[src/rtl/assert_macros.svh]
// Assertion macros shared by the block's RTL files.
`ifndef ASSERT_MACROS_SVH
`define ASSERT_MACROS_SVH

// Same-cycle implication, checked outside reset.
`define HBBC_ASSERT_IMP(lbl, clk, rstn, ante, cons) \
  lbl: assert property (@(posedge clk) disable iff (!(rstn)) (ante) |-> (cons)) \
    else $error("hbbc: same-cycle check failed");

// Next-cycle implication, checked outside reset.
`define HBBC_ASSERT_NXT(lbl, clk, rstn, ante, cons) \
  lbl: assert property (@(posedge clk) disable iff (!(rstn)) (ante) |=> (cons)) \
    else $error("hbbc: next-cycle check failed");

`endif

[src/rtl/hbbc_pkg.sv]
// ----------------------------------------------------------------------------
// hbbc_pkg
// Types and constants shared by the hashed block buffer cache modules.
// ----------------------------------------------------------------------------
`default_nettype none
package hbbc_pkg;

  localparam int BUFFERS = 30;
  localparam int BUCKETS = 13;
  localparam int IDX_W   = 5;
  localparam int BKT_W   = 4;
  localparam int CNT_W   = 5;

  localparam logic [IDX_W-1:0] NIL      = '1;
  localparam logic [IDX_W-1:0] IDX_LIM  = IDX_W'(BUFFERS);
  localparam logic [CNT_W-1:0] CNT_MAX  = CNT_W'(BUFFERS);
  localparam logic [BKT_W-1:0] BKT_LAST = BKT_W'(BUCKETS - 1);

  // Reciprocal of the bucket count, scaled by 2**MOD_SHIFT and rounded up.
  // It is exact for every dividend below 8192.
  localparam logic [13:0] MOD_RECIP = 14'd10083;
  localparam int          MOD_SHIFT = 17;

  typedef enum logic [1:0] {
    CMD_GET     = 2'd0,
    CMD_RELEASE = 2'd1,
    CMD_PIN     = 2'd2,
    CMD_UNPIN   = 2'd3
  } cmd_e;

  typedef enum logic [1:0] {
    ST_OK        = 2'd0,
    ST_NOFREE    = 2'd1,
    ST_UNDERFLOW = 2'd2
  } status_e;

  typedef enum logic [2:0] {
    OP_IDLE  = 3'd0,
    OP_LOAD  = 3'd1,
    OP_MOD   = 3'd2,
    OP_HOME  = 3'd3,
    OP_WALK  = 3'd4,
    OP_SINIT = 3'd5,
    OP_SCAN  = 3'd6,
    OP_FIN   = 3'd7
  } op_e;

  typedef struct packed {
    logic in_get;
    logic mod_last;
    logic walk_done;
    logic hit_now;
    logic ff_valid;
    logic scan_done;
  } stat_t;

endpackage
`default_nettype wire

[src/rtl/hbbc_ctrl.sv]
// ----------------------------------------------------------------------------
// hbbc_ctrl
// Controller: sequences one transaction through modulo, walk and scan phases.
// ----------------------------------------------------------------------------
`default_nettype none
`include "assert_macros.svh"
module hbbc_ctrl (
  input  wire logic            clk_i,
  input  wire logic            rst_ni,
  input  wire logic            in_valid_i,
  output logic                 in_ready_o,
  output logic                 out_valid_o,
  input  wire logic            out_ready_i,
  input  wire hbbc_pkg::stat_t stat_i,
  output hbbc_pkg::op_e        op_o
);

  localparam logic [2:0] S_IDLE  = 3'd0;
  localparam logic [2:0] S_MOD   = 3'd1;
  localparam logic [2:0] S_HOME  = 3'd2;
  localparam logic [2:0] S_WALK  = 3'd3;
  localparam logic [2:0] S_SINIT = 3'd4;
  localparam logic [2:0] S_SCAN  = 3'd5;
  localparam logic [2:0] S_DONE  = 3'd6;

  logic [2:0] state_q, state_d;
  logic       ovalid_q, ovalid_d;
  logic       fin;

  assign in_ready_o  = (state_q == S_IDLE);
  assign out_valid_o = ovalid_q;
  assign fin         = (state_q == S_DONE) && (!ovalid_q || out_ready_i);

  always_comb begin
    state_d  = state_q;
    op_o     = hbbc_pkg::OP_IDLE;
    ovalid_d = ovalid_q && !out_ready_i;
    case (state_q)
      S_IDLE: begin
        if (in_valid_i) begin
          op_o    = hbbc_pkg::OP_LOAD;
          state_d = stat_i.in_get ? S_MOD : S_DONE;
        end
      end
      S_MOD: begin
        op_o = hbbc_pkg::OP_MOD;
        if (stat_i.mod_last) state_d = S_HOME;
      end
      S_HOME: begin
        op_o    = hbbc_pkg::OP_HOME;
        state_d = S_WALK;
      end
      S_WALK: begin
        op_o = hbbc_pkg::OP_WALK;
        if (stat_i.walk_done) begin
          state_d = (stat_i.hit_now || stat_i.ff_valid) ? S_DONE : S_SINIT;
        end
      end
      S_SINIT: begin
        op_o    = hbbc_pkg::OP_SINIT;
        state_d = S_SCAN;
      end
      S_SCAN: begin
        op_o = hbbc_pkg::OP_SCAN;
        if (stat_i.scan_done) state_d = S_DONE;
      end
      S_DONE: begin
        if (fin) begin
          op_o     = hbbc_pkg::OP_FIN;
          ovalid_d = 1'b1;
          state_d  = S_IDLE;
        end
      end
      default: begin
        state_d = S_IDLE;
      end
    endcase
  end

  always_ff @(posedge clk_i or negedge rst_ni) begin
    if (!rst_ni) begin
      state_q  <= S_IDLE;
      ovalid_q <= 1'b0;
    end else begin
      state_q  <= state_d;
      ovalid_q <= ovalid_d;
    end
  end

  `HBBC_ASSERT_NXT(a_mod_to_home, clk_i, rst_ni,
                   state_q == S_MOD && stat_i.mod_last, state_q == S_HOME)
  `HBBC_ASSERT_NXT(a_fin_presents, clk_i, rst_ni, fin, state_q == S_IDLE && ovalid_q)

endmodule
`default_nettype wire

[config.mk]
export PLATFORM = sky130hd
export DESIGN_NAME = hbbc_ctrl
export DESIGN_NICKNAME = d
export VERILOG_FILES = /design/src/rtl/hbbc_pkg.sv /design/src/rtl/hbbc_ctrl.sv
export VERILOG_INCLUDE_DIRS = /design/src /design/src/rtl
export SDC_FILE = /design/constraint.sdc
export NUM_CORES = 1
export LEC_CHECK = 0
export BUFFER_PORTS_ARGS = -buffer_cell sky130_fd_sc_hd__buf_2
export CAP_MARGIN = 15
export CORE_AREA = 2 2 39 41
export DETAILED_ROUTE_END_ITERATION = 7
export DIE_AREA = 0 0 41 43
export PLACE_DENSITY = 0.49
export SLEW_MARGIN = 20
export SYNTH_ARGS = -nofsm -noshare
export SYNTH_HDL_FRONTEND = slang
export SYNTH_SLANG_ARGS = --single-unit
export TNS_END_PERCENT = 30
[constraint.sdc]
create_clock -name clk_i -period 2.21 [get_ports clk_i]
set_input_delay 0.1105 -clock clk_i [delete_from_list [all_inputs] [get_ports clk_i]]
set_output_delay 0.1105 -clock clk_i [all_outputs]
set_load 0.05 [all_outputs]
==> impl_metrics.yaml, run 1 <==
sta:
  fmax_mhz: 597.7
  period_share_pct: 75.70
  max_slew_margin_pct: 68.97
  period_needed_ns: 1.673
  hold-worst-slack_ns: 0.1909
  timing.setup.tns_ns: 0
  tightestPinTransition_ns: 0.4655
  finalClockSkew_ns: 0.005986
  drv_slew: 0
  rsz0062_at_grt: "false"
  setup_viol: 0
  hold_violations: 0
power:
  p_sw_share_pct: 58.34
  p_switching_uw: 462.7
  max-vdd-ir-drop_uv: 620.2
  power_density_mw_per_mm2: 1776
  seq_power_share_pct: 27.0
  comb_power_share_pct: 61.6
  p_int_uw: 330.5
  power_frac_clock_pct: 11.4
  p_leak_nw: 0.2129
detailed_routing:
  drt-wirelength-per-cell_um: 10.74
  drc_errors: 0
  drtPass1Iterations: 4
  ant_nets: 0
  drtIter0Drc: 11
  drt_wl_total_um: 795
  viasPerCell: 4.676
  dr_total_vias: 346
final_layout:
  n_antenna_cell: 0
  fin_util_pct: 32.28
  layout-drive-gt1-share_pct: 36.21
  area_growth_pct: 26.60
  fillers: 156
  nets: 70
  stdcell_area_um2: 446.7
setup_path:
  start_kind: "register"
  cp_max_fo: 16
  worst-endpoint-arrival_ns: 1.56
  cp.required_ns: 2.10
  crit_type: "register to primary output"
  critPathCaptureType: "primary output"
placement:
  globalplace.congestion: 0.7474
  place_hpwl_um: 591.9
  placed_area_um2: 414.1
  io_buffer_count: 14
synthesis:
  avgSynthCellArea_um2: 8.019
  synth_top_area_share_pct: 28.37
  netlist_instances: 44
  synth.area.top_cells: "dfrtp_1 28%, nand2_1 9.6%, o21ai_1 5.7%, a21oi_4 4.6%, a21oi_1 4.3%"
  synth_edf_count: 0
  synth_warnings: 0
  syn_area_um2: 352.8
  yosysMostFrequentCell: "nand2_1"
  synth-seq-cells: 4
  ys.flop_type: "dfrtp_1"
  yosysTopAreaCell: "dfrtp_1"
  yosysSeqAreaShare_pct: 28.37
  synthArstFlopShare_pct: 100.0
  synth.net_count: 54
  ys_types: 25
  synth.cells.most_frequent: "9 x nand2_1, 4 x dfrtp_1, 4 x o21ai_1"
floorplan:
  initial_core_util_pct: 25.50
  rows: 14
  die_h_um: 43
  io_pins: 15
  die_area_mm2: 0.001763
  die_w_um: 41
  core_mm2: 0.001384
outcome:
  outcome: "finished clean"
grt:
  grt_pass1_wl_um: 1262
  grt-busiest-layer: "met2"
  grt_pass1_vias: 309
  grt.total_usage_pct: 11.58
  antenna_found_initial: 0
  gr-usage-met2_pct: 15.94
  gr-usage-met1_pct: 12.01
  grt-ovfl-total: 0
  use_met3_pct: 9.424
  grt_max_degree: 17
cts:
  cts_sinks: 4
  ctsHtreeMaxLevel: 1
  cts.path.max_buffers: 2
  clkTransAtPathRegs_ns: 0.03
  cts_root_buffer: "clkbuf_4"
  cts_made_buffers: 3
  cts_tree: "built"
  clock_latency_ns: 0.24
  cts_setup_buffers: 0
flow_run:
  drv_cap: 0
hold_path:
  hold_path.class: "input port to register"
## placed cells by master, fill, tap and decap left out, types with 2 or more instances in the layout
cell type / instances
a21oi_1: 3
buf_2: 14
clkbuf_4: 3
dfrtp_1: 4
nand2_1: 9
nor2_1: 2
nor3b_1: 2
o21ai_1: 4
## power groups by stage
stage | registers [mW] | logic, mW | clock network, mW
floorplan | 0.163 | 0.471 | 0
CTS | 0.213 | 0.495 | 0.0967
finish | 0.214 | 0.489 | 0.0903
detailed placement | 0.215 | 0.492 | 0
global placement | 0.217 | 0.494 | 0
global route | 0.231 | 0.522 | 0.104
## final timing paths
kind | from | to | slack (ns) | cells after the start
min in group asynchronous | rst_ni | out_valid_o$_DFF_PN0_ | 0.21 | 2
worst max register to register | state_q[2]$_DFFE_PN0P_ | state_q[2]$_DFFE_PN0P_ | 0.77 | 4
worst max-delay path | state_q[2]$_DFFE_PN0P_ | op_o[0] | 0.54 | 4
max in group asynchronous | rst_ni | state_q[0]$_DFFE_PN0P_ | 1.88 | 2
worst min register to register | state_q[1]$_DFFE_PN0P_ | out_valid_o$_DFF_PN0_ | 0.71 | 2
worst min-delay path | stat_i[3] | state_q[2]$_DFFE_PN0P_ | 0.19 | 3
## stage by stage
step	instances	total power, mW	worst slack [ns]
6_report	74	0.7932	0.5370
5_1_grt	74	0.8572	0.4497
4_1_cts	74	0.8049	0.5349
3_5_place_dp	70	0.7062	0.7802
3_3_place_gp	70	0.7111	0.7734
2_1_floorplan	44	0.6342	0.4157
## state kept, by name, summed over array words and instances (netlist names)
register and flops:
out_valid_o 1, state_q 3
## final cells by class
type | instances | area [um^2] | area share [%]
multi-input combinational | 34 | 216.5 | 48.46
sequential | 4 | 100.1 | 22.41
inverter | 2 | 7.507 | 1.681
tap | 16 | 20.02 | 4.482
clock buffer | 3 | 22.52 | 5.042
timing repair buffer | 15 | 80.08 | 17.93
## logic make-up (layout without fill, tap and decap cells)
family / Yosys count / after routing / share of synthesized area, %
buffers and inverters: 6 / 20 / 10.28
muxes: 1 / 1 / 3.191
AOI/OAI and AO/OA: 15 / 15 / 31.21
and+or+nand+nor: 18 / 18 / 26.95
DFF: 4 / 4 / 28.37
## metal layers
metal,vias up,routed length [um]
met5,-,0
met4,0,0
met3,0,64
met2,12,384
met1,149,345
li1,185,-
## worst max-delay path: stages, from the launching register on
cell and delay [ns]:
dfrtp_1 0.53, or3_4 0.46, nand2_1 0.08, nor2_1 0.04, buf_2 0.22
## what timing repair did
action	4_1_cts	5_1_grt
hold buffers	1	0
endpoints found under the setup margin	0	0
endpoints found under the hold margin	4	0
resized for setup	0	0
Note: power is estimated with default switching activity, not from simulation.
==> run 2: changes to the inputs <==
- ABC_AREA: default -> 1
- clock period: 2.21 -> 1.6 ns (I/O delays scaled with it)
==> impl_metrics.yaml, run 2 <==
final_layout:
  layout_common_cells: "19 x nand2_1, 13 x buf_2, 6 x nor2_1"
  fillers: 170
  area_growth_pct: 38.32
  n_antenna_cell: 0
  final_common_cell: "nand2_1"
  stdcell_area_um2: 474.2
  regMostFlops: "state_q"
  layout-drive-gt1-share_pct: 39.73
  largest_reg_flops: 3
  nets: 85
  finalNonFillerCells: 89
grt:
  grt-ovfl-total: 0
  antenna_found_initial: 0
  grt_max_degree: 10
  grt.total_usage_pct: 11.49
  grt_pass1_vias: 339
  grt_pass1_wl_um: 1324
cts:
  clock_latency_ns: 0.24
  ctsHtreeMaxLevel: 1
  cts_setup_buffers: 0
  cts_made_buffers: 3
  cts_sinks: 4
  cts.path.max_buffers: 2
  clkTransAtPathRegs_ns: 0.04
  cts_root_buffer: "clkbuf_4"
  cts_tree: "built"
hold_path:
  hold_path.class: "input port to register"
  worstHoldPathCells: 3
  holdPathEnd: "state_q[0]$_DFFE_PN0P_"
  min-delay-start: "stat_i[5]"
synthesis:
  synthAdderAreaFrac_pct: 0
  syn_area_um2: 342.8
  synth_top_area_share_pct: 29.20
  synth_edf_count: 0
  muxShareOfSynthArea_pct: 0
  netlist_instances: 56
  synth_xor_area_share_pct: 0
  synth-seq-cells: 4
  synth.net_count: 66
  synth.area.top_cells: "dfrtp_1 29%, nand2_1 21%, nor2_1 7.7%, inv_1 6.6%, a21oi_1 5.8%"
  ys_types: 16
  yosysSeqAreaShare_pct: 29.20
  synth_warnings: 0
  synth_top_family_by_area: "simple AND/OR/NAND/NOR gates"
  synth-compound-area-share_pct: 12.41
  avgSynthCellArea_um2: 6.122
  synth.cells.most_frequent: "19 x nand2_1, 7 x nor2_1, 6 x inv_1"
  ys.flop_type: "dfrtp_1"
  yosysTopAreaCell: "dfrtp_1"
  synthSimpleGateAreaFrac_pct: 48.54
  synthArstFlopShare_pct: 100.0
  yosysMostFrequentCell: "nand2_1"
detailed_routing:
  drt_wl_total_um: 806
  drt-wirelength-per-cell_um: 9.056
  drtIter0Drc: 2
  ant_nets: 0
  dr_total_vias: 387
  drtPass1Iterations: 4
  viasPerCell: 4.348
  drc_errors: 0
placement:
  io_buffer_count: 14
  globalplace.congestion: 0.6962
  preCtsSetupSlack_ns: 0.2682
  place_hpwl_um: 649.2
  dp_cells: 85
  placed_area_um2: 432.9
setup_path:
  worst-endpoint-arrival_ns: 1.37
  crit_type: "register to primary output"
  critPathCaptureType: "primary output"
  regToRegSetupSlack_ns: 0.41
  r2r-end: "state_q[2]$_DFFE_PN0P_"
  cp_max_fo: 9
  cp.required_ns: 1.52
  reg2regPathDepth: 7
  start_kind: "register"
  rr_startpoint: "state_q[1]$_DFFE_PN0P_"
floorplan:
  die_w_um: 41
  die_area_mm2: 0.001763
  io_pins: 15
  core_mm2: 0.001384
  initial_core_util_pct: 24.77
  die_h_um: 43
  rows: 14
sta:
  hold-worst-slack_ns: 0.1694
  period_share_pct: 90.55
  drv_slew: 0
  rsz0062_at_grt: "false"
  setup_viol: 0
  hold_violations: 0
  fmax_mhz: 690.2
  finalClockSkew_ns: 0.005613
  period_needed_ns: 1.449
  worst_slack_ns: 0.1512
  max_slew_margin_pct: 83.51
  tightestPinTransition_ns: 0.2491
outcome:
  outcome: "finished clean"
flow_run:
  drv_cap: 0
run 2: cell count changes after synthesis, sizes merged, moves of 2 or more:
cell   before  now
nor3b       2    0
nand3       0    4
nor2        2    8
nand2       9   22
inv         2    6
buf         4    1
run 2: per-stage QoR:
step	setup TNS, ns	util [%]
floorplan	-0.06335	-
global placement	0	31.28
detailed placement	0	31.28
CTS	0	33.63
global route	0	34.27
finish	0	34.27
run 2: kinds of logic (layout without fill, tap and decap cells):
kind of cell,count (synthesis),in the layout
AND/OR/NAND/NOR,37,37
AO/OA/AOI/OAI,8,8
buffers and inverters,7,24
flip-flops,4,4
run 2: worst max-delay path: stages, from the launching register on:
cell and delay, ns:
dfrtp_2 0.48, nor2_2 0.18, nand2_1 0.07, nand2_1 0.09, a21oi_1 0.04, nand2_1 0.06, clkbuf_4 0.22
run 2: what timing repair did:
| item | in CTS | in global routing |
|---|---|---|
| setup endpoints to repair | 0 | 2 |
| endpoints found under the hold margin | 4 | 0 |
| hold buffers | 1 | 0 |
| resized for setup | 0 | 6 |
run 2: worst max path at each step:
stage | to | slack, ns | startpoint | cells after the start
detailed placement | op_o[0] | 0.27 | state_q[1]$_DFFE_PN0P_ | 6
global route | op_o[0] | 0.05 | state_q[0]$_DFFE_PN0P_ | 6
CTS | op_o[0] | 0.008 | state_q[1]$_DFFE_PN0P_ | 6
finish | op_o[0] | 0.15 | state_q[1]$_DFFE_PN0P_ | 6
floorplan | op_o[2] | -0.06 | out_valid_o$_DFF_PN0_ | 5
global placement | op_o[0] | 0.28 | state_q[2]$_DFFE_PN0P_ | 6
run 2: area by class of cell:
class | count | area, um^2 | share of cell area (%)
Multi-Input combinational cell | 45 | 222.7 | 46.97
Sequential cell | 4 | 103.9 | 21.90
Timing Repair Buffer | 15 | 82.58 | 17.41
Clock buffer | 3 | 22.52 | 4.749
Inverter | 6 | 22.52 | 4.749
Tap cell | 16 | 20.02 | 4.222
run 2: routing by layer:
layer | vias to the layer above | routed length (um) | track usage [%]
met5 | - | 0 | 0
met4 | 0 | 15 | 8.000
met3 | 2 | 38 | 3.141
met2 | 11 | 396 | 16.56
met1 | 159 | 356 | 14.01
li1 | 215 | - | -
Power of run 2 is not shown: default switching activity piles up to over one toggle a cycle in this logic, so the estimate is an artifact.
==> run 3: changes to the inputs <==
- PLACE_DENSITY: 0.49 -> 0.5
- clock period: 1.6 -> 1.23 ns (I/O delays scaled with it)
==> impl_metrics.yaml, run 3 (synthesis results as in run 2) <==
outcome:
  outcome: "finished, violations left"
  violations: "setup timing"
final_layout:
  register_area_um2: 105.1
  final_common_cell: "nand2_1"
  n_antenna_cell: 0
  area_growth_pct: 98.18
  layout_common_cells: "14 x nand2_1, 11 x buf_4, 10 x buf_2"
  layout-drive-gt1-share_pct: 65.91
  largest_reg_flops: 3
  nets: 99
  regMostFlops: "state_q"
  fillers: 128
  multi_input_area_um2: 281.5
cts:
  clock_latency_ns: 0.23
  cts.path.max_buffers: 2
  cts_sinks: 4
  clkTransAtPathRegs_ns: 0.04
  ctsHtreeMaxLevel: 1
  cts_made_buffers: 3
  cts_tree: "built"
  cts_root_buffer: "clkbuf_4"
detailed_routing:
  drt-wirelength-per-cell_um: 10.06
  drtPass1Iterations: 4
  ant_nets: 0
  viasPerCell: 4.346
  drc_errors: 0
  drt_wl_total_um: 1046
  drtIter0Drc: 5
  dr_total_vias: 452
grt:
  grt_max_degree: 7
  grt_pass1_vias: 427
  grt_pass1_wl_um: 1621
  grt.total_usage_pct: 13.74
  antenna_found_initial: 0
  grt-ovfl-total: 0
floorplan:
  die_h_um: 43
  initial_core_util_pct: 24.77
  core_mm2: 0.001384
  io_pins: 15
  die_w_um: 41
  rows: 14
  die_area_mm2: 0.001763
flow_run:
  drv_cap: 0
setup_path:
  crit_type: "register to primary output"
  cp_max_fo: 6
  critPathCaptureType: "primary output"
  start_kind: "register"
  worst-endpoint-arrival_ns: 1.27
  cp.required_ns: 1.17
sta:
  period_share_pct: 108.0
  max_slew_margin_pct: 83.64
  setup_viol: 6
  rsz0062_at_grt: "true"
  period_needed_ns: 1.329
  hold_violations: 0
  tightestPinTransition_ns: 0.2470
  worst_slack_ns: -0.09883
  fmax_mhz: 752.5
  timing.setup.tns_ns: -0.3509
  drv_slew: 0
  finalClockSkew_ns: 0.003062
placement:
  globalplace.congestion: 0.7084
  io_buffer_count: 14
  place_hpwl_um: 727.3
hold_path:
  hold_path.class: "input port to register"
## run 3: changes by cell type in the layout (fill, tap and decap cells not counted), sizes merged
cell,before,now
buf,13,27
clkbuf,4,5
## run 3: final cells by class
cell class / count / area share (%)
clock buffers: 4 / 3.867
inverters: 6 / 3.683
multi-input cells: 45 / 41.44
flip-flops and latches: 4 / 15.47
well taps: 16 / 2.947
repair buffers: 29 / 32.60
## run 3: final timing paths
check                                        from                      to  slack [ns]  depth (start not counted)
max                        state_q[0]$_DFFE_PN0P_                 op_o[0]        -0.1                          6
min                                     stat_i[5]  state_q[0]$_DFFE_PN0P_        0.13                          3
max reg2reg                state_q[0]$_DFFE_PN0P_  state_q[2]$_DFFE_PN0P_       -0.02                          8
min reg2reg                state_q[0]$_DFFE_PN0P_   out_valid_o$_DFF_PN0_        0.63                          1
max in group asynchronous                  rst_ni  state_q[1]$_DFFE_PN0P_        0.95                          2
min in group asynchronous                  rst_ni   out_valid_o$_DFF_PN0_        0.15                          2
## run 3: timing repair
action,in CTS,in global routing
setup endpoints to repair,4,7
setup buffers,5,1
hold buffers,1,0
endpoints found under the hold margin,4,0
gates resized for setup,23,6
pin swaps,6,1
## run 3: critical path, cell delays in order, from the launching register on
cell	delay (ns)
dfrtp_2	0.47
nor2_2	0.17
nand2_2	0.07
nand2_2	0.07
a21oi_2	0.05
nand2_4	0.06
buf_8	0.14
## run 3: metal layers
layer | wire length, um | vias to the layer above | part of all wire [%] | global-route usage, %
met4 | 13 | 0 | 1.2 | 8.000
met1 | 401 | 194 | 38 | 14.43
li1 | - | 242 | - | -
met2 | 582 | 14 | 56 | 25.00
met5 | 0 | - | 0 | 0
met3 | 49 | 2 | 4.7 | 0
## run 3: per-stage QoR
stage / util [%] / instance area, um^2 / worst slack, ns / cells / hold slack, ns
3_3_place_gp: 37.43 / 518.0 / 0.01487 / 93 / -0.1317
4_1_cts: 47.02 / 650.6 / -0.08679 / 103 / 0.1358
6_report: 49.10 / 679.4 / -0.09883 / 104 / 0.1328
2_1_floorplan: - / 379.1 / -0.1019 / 56 / -0.2341
5_1_grt: 49.10 / 679.4 / -0.1534 / 104 / 0.1516
3_5_place_dp: 37.43 / 518.0 / 0.01646 / 93 / -0.1339
Power of run 3 is left out for the same reason.
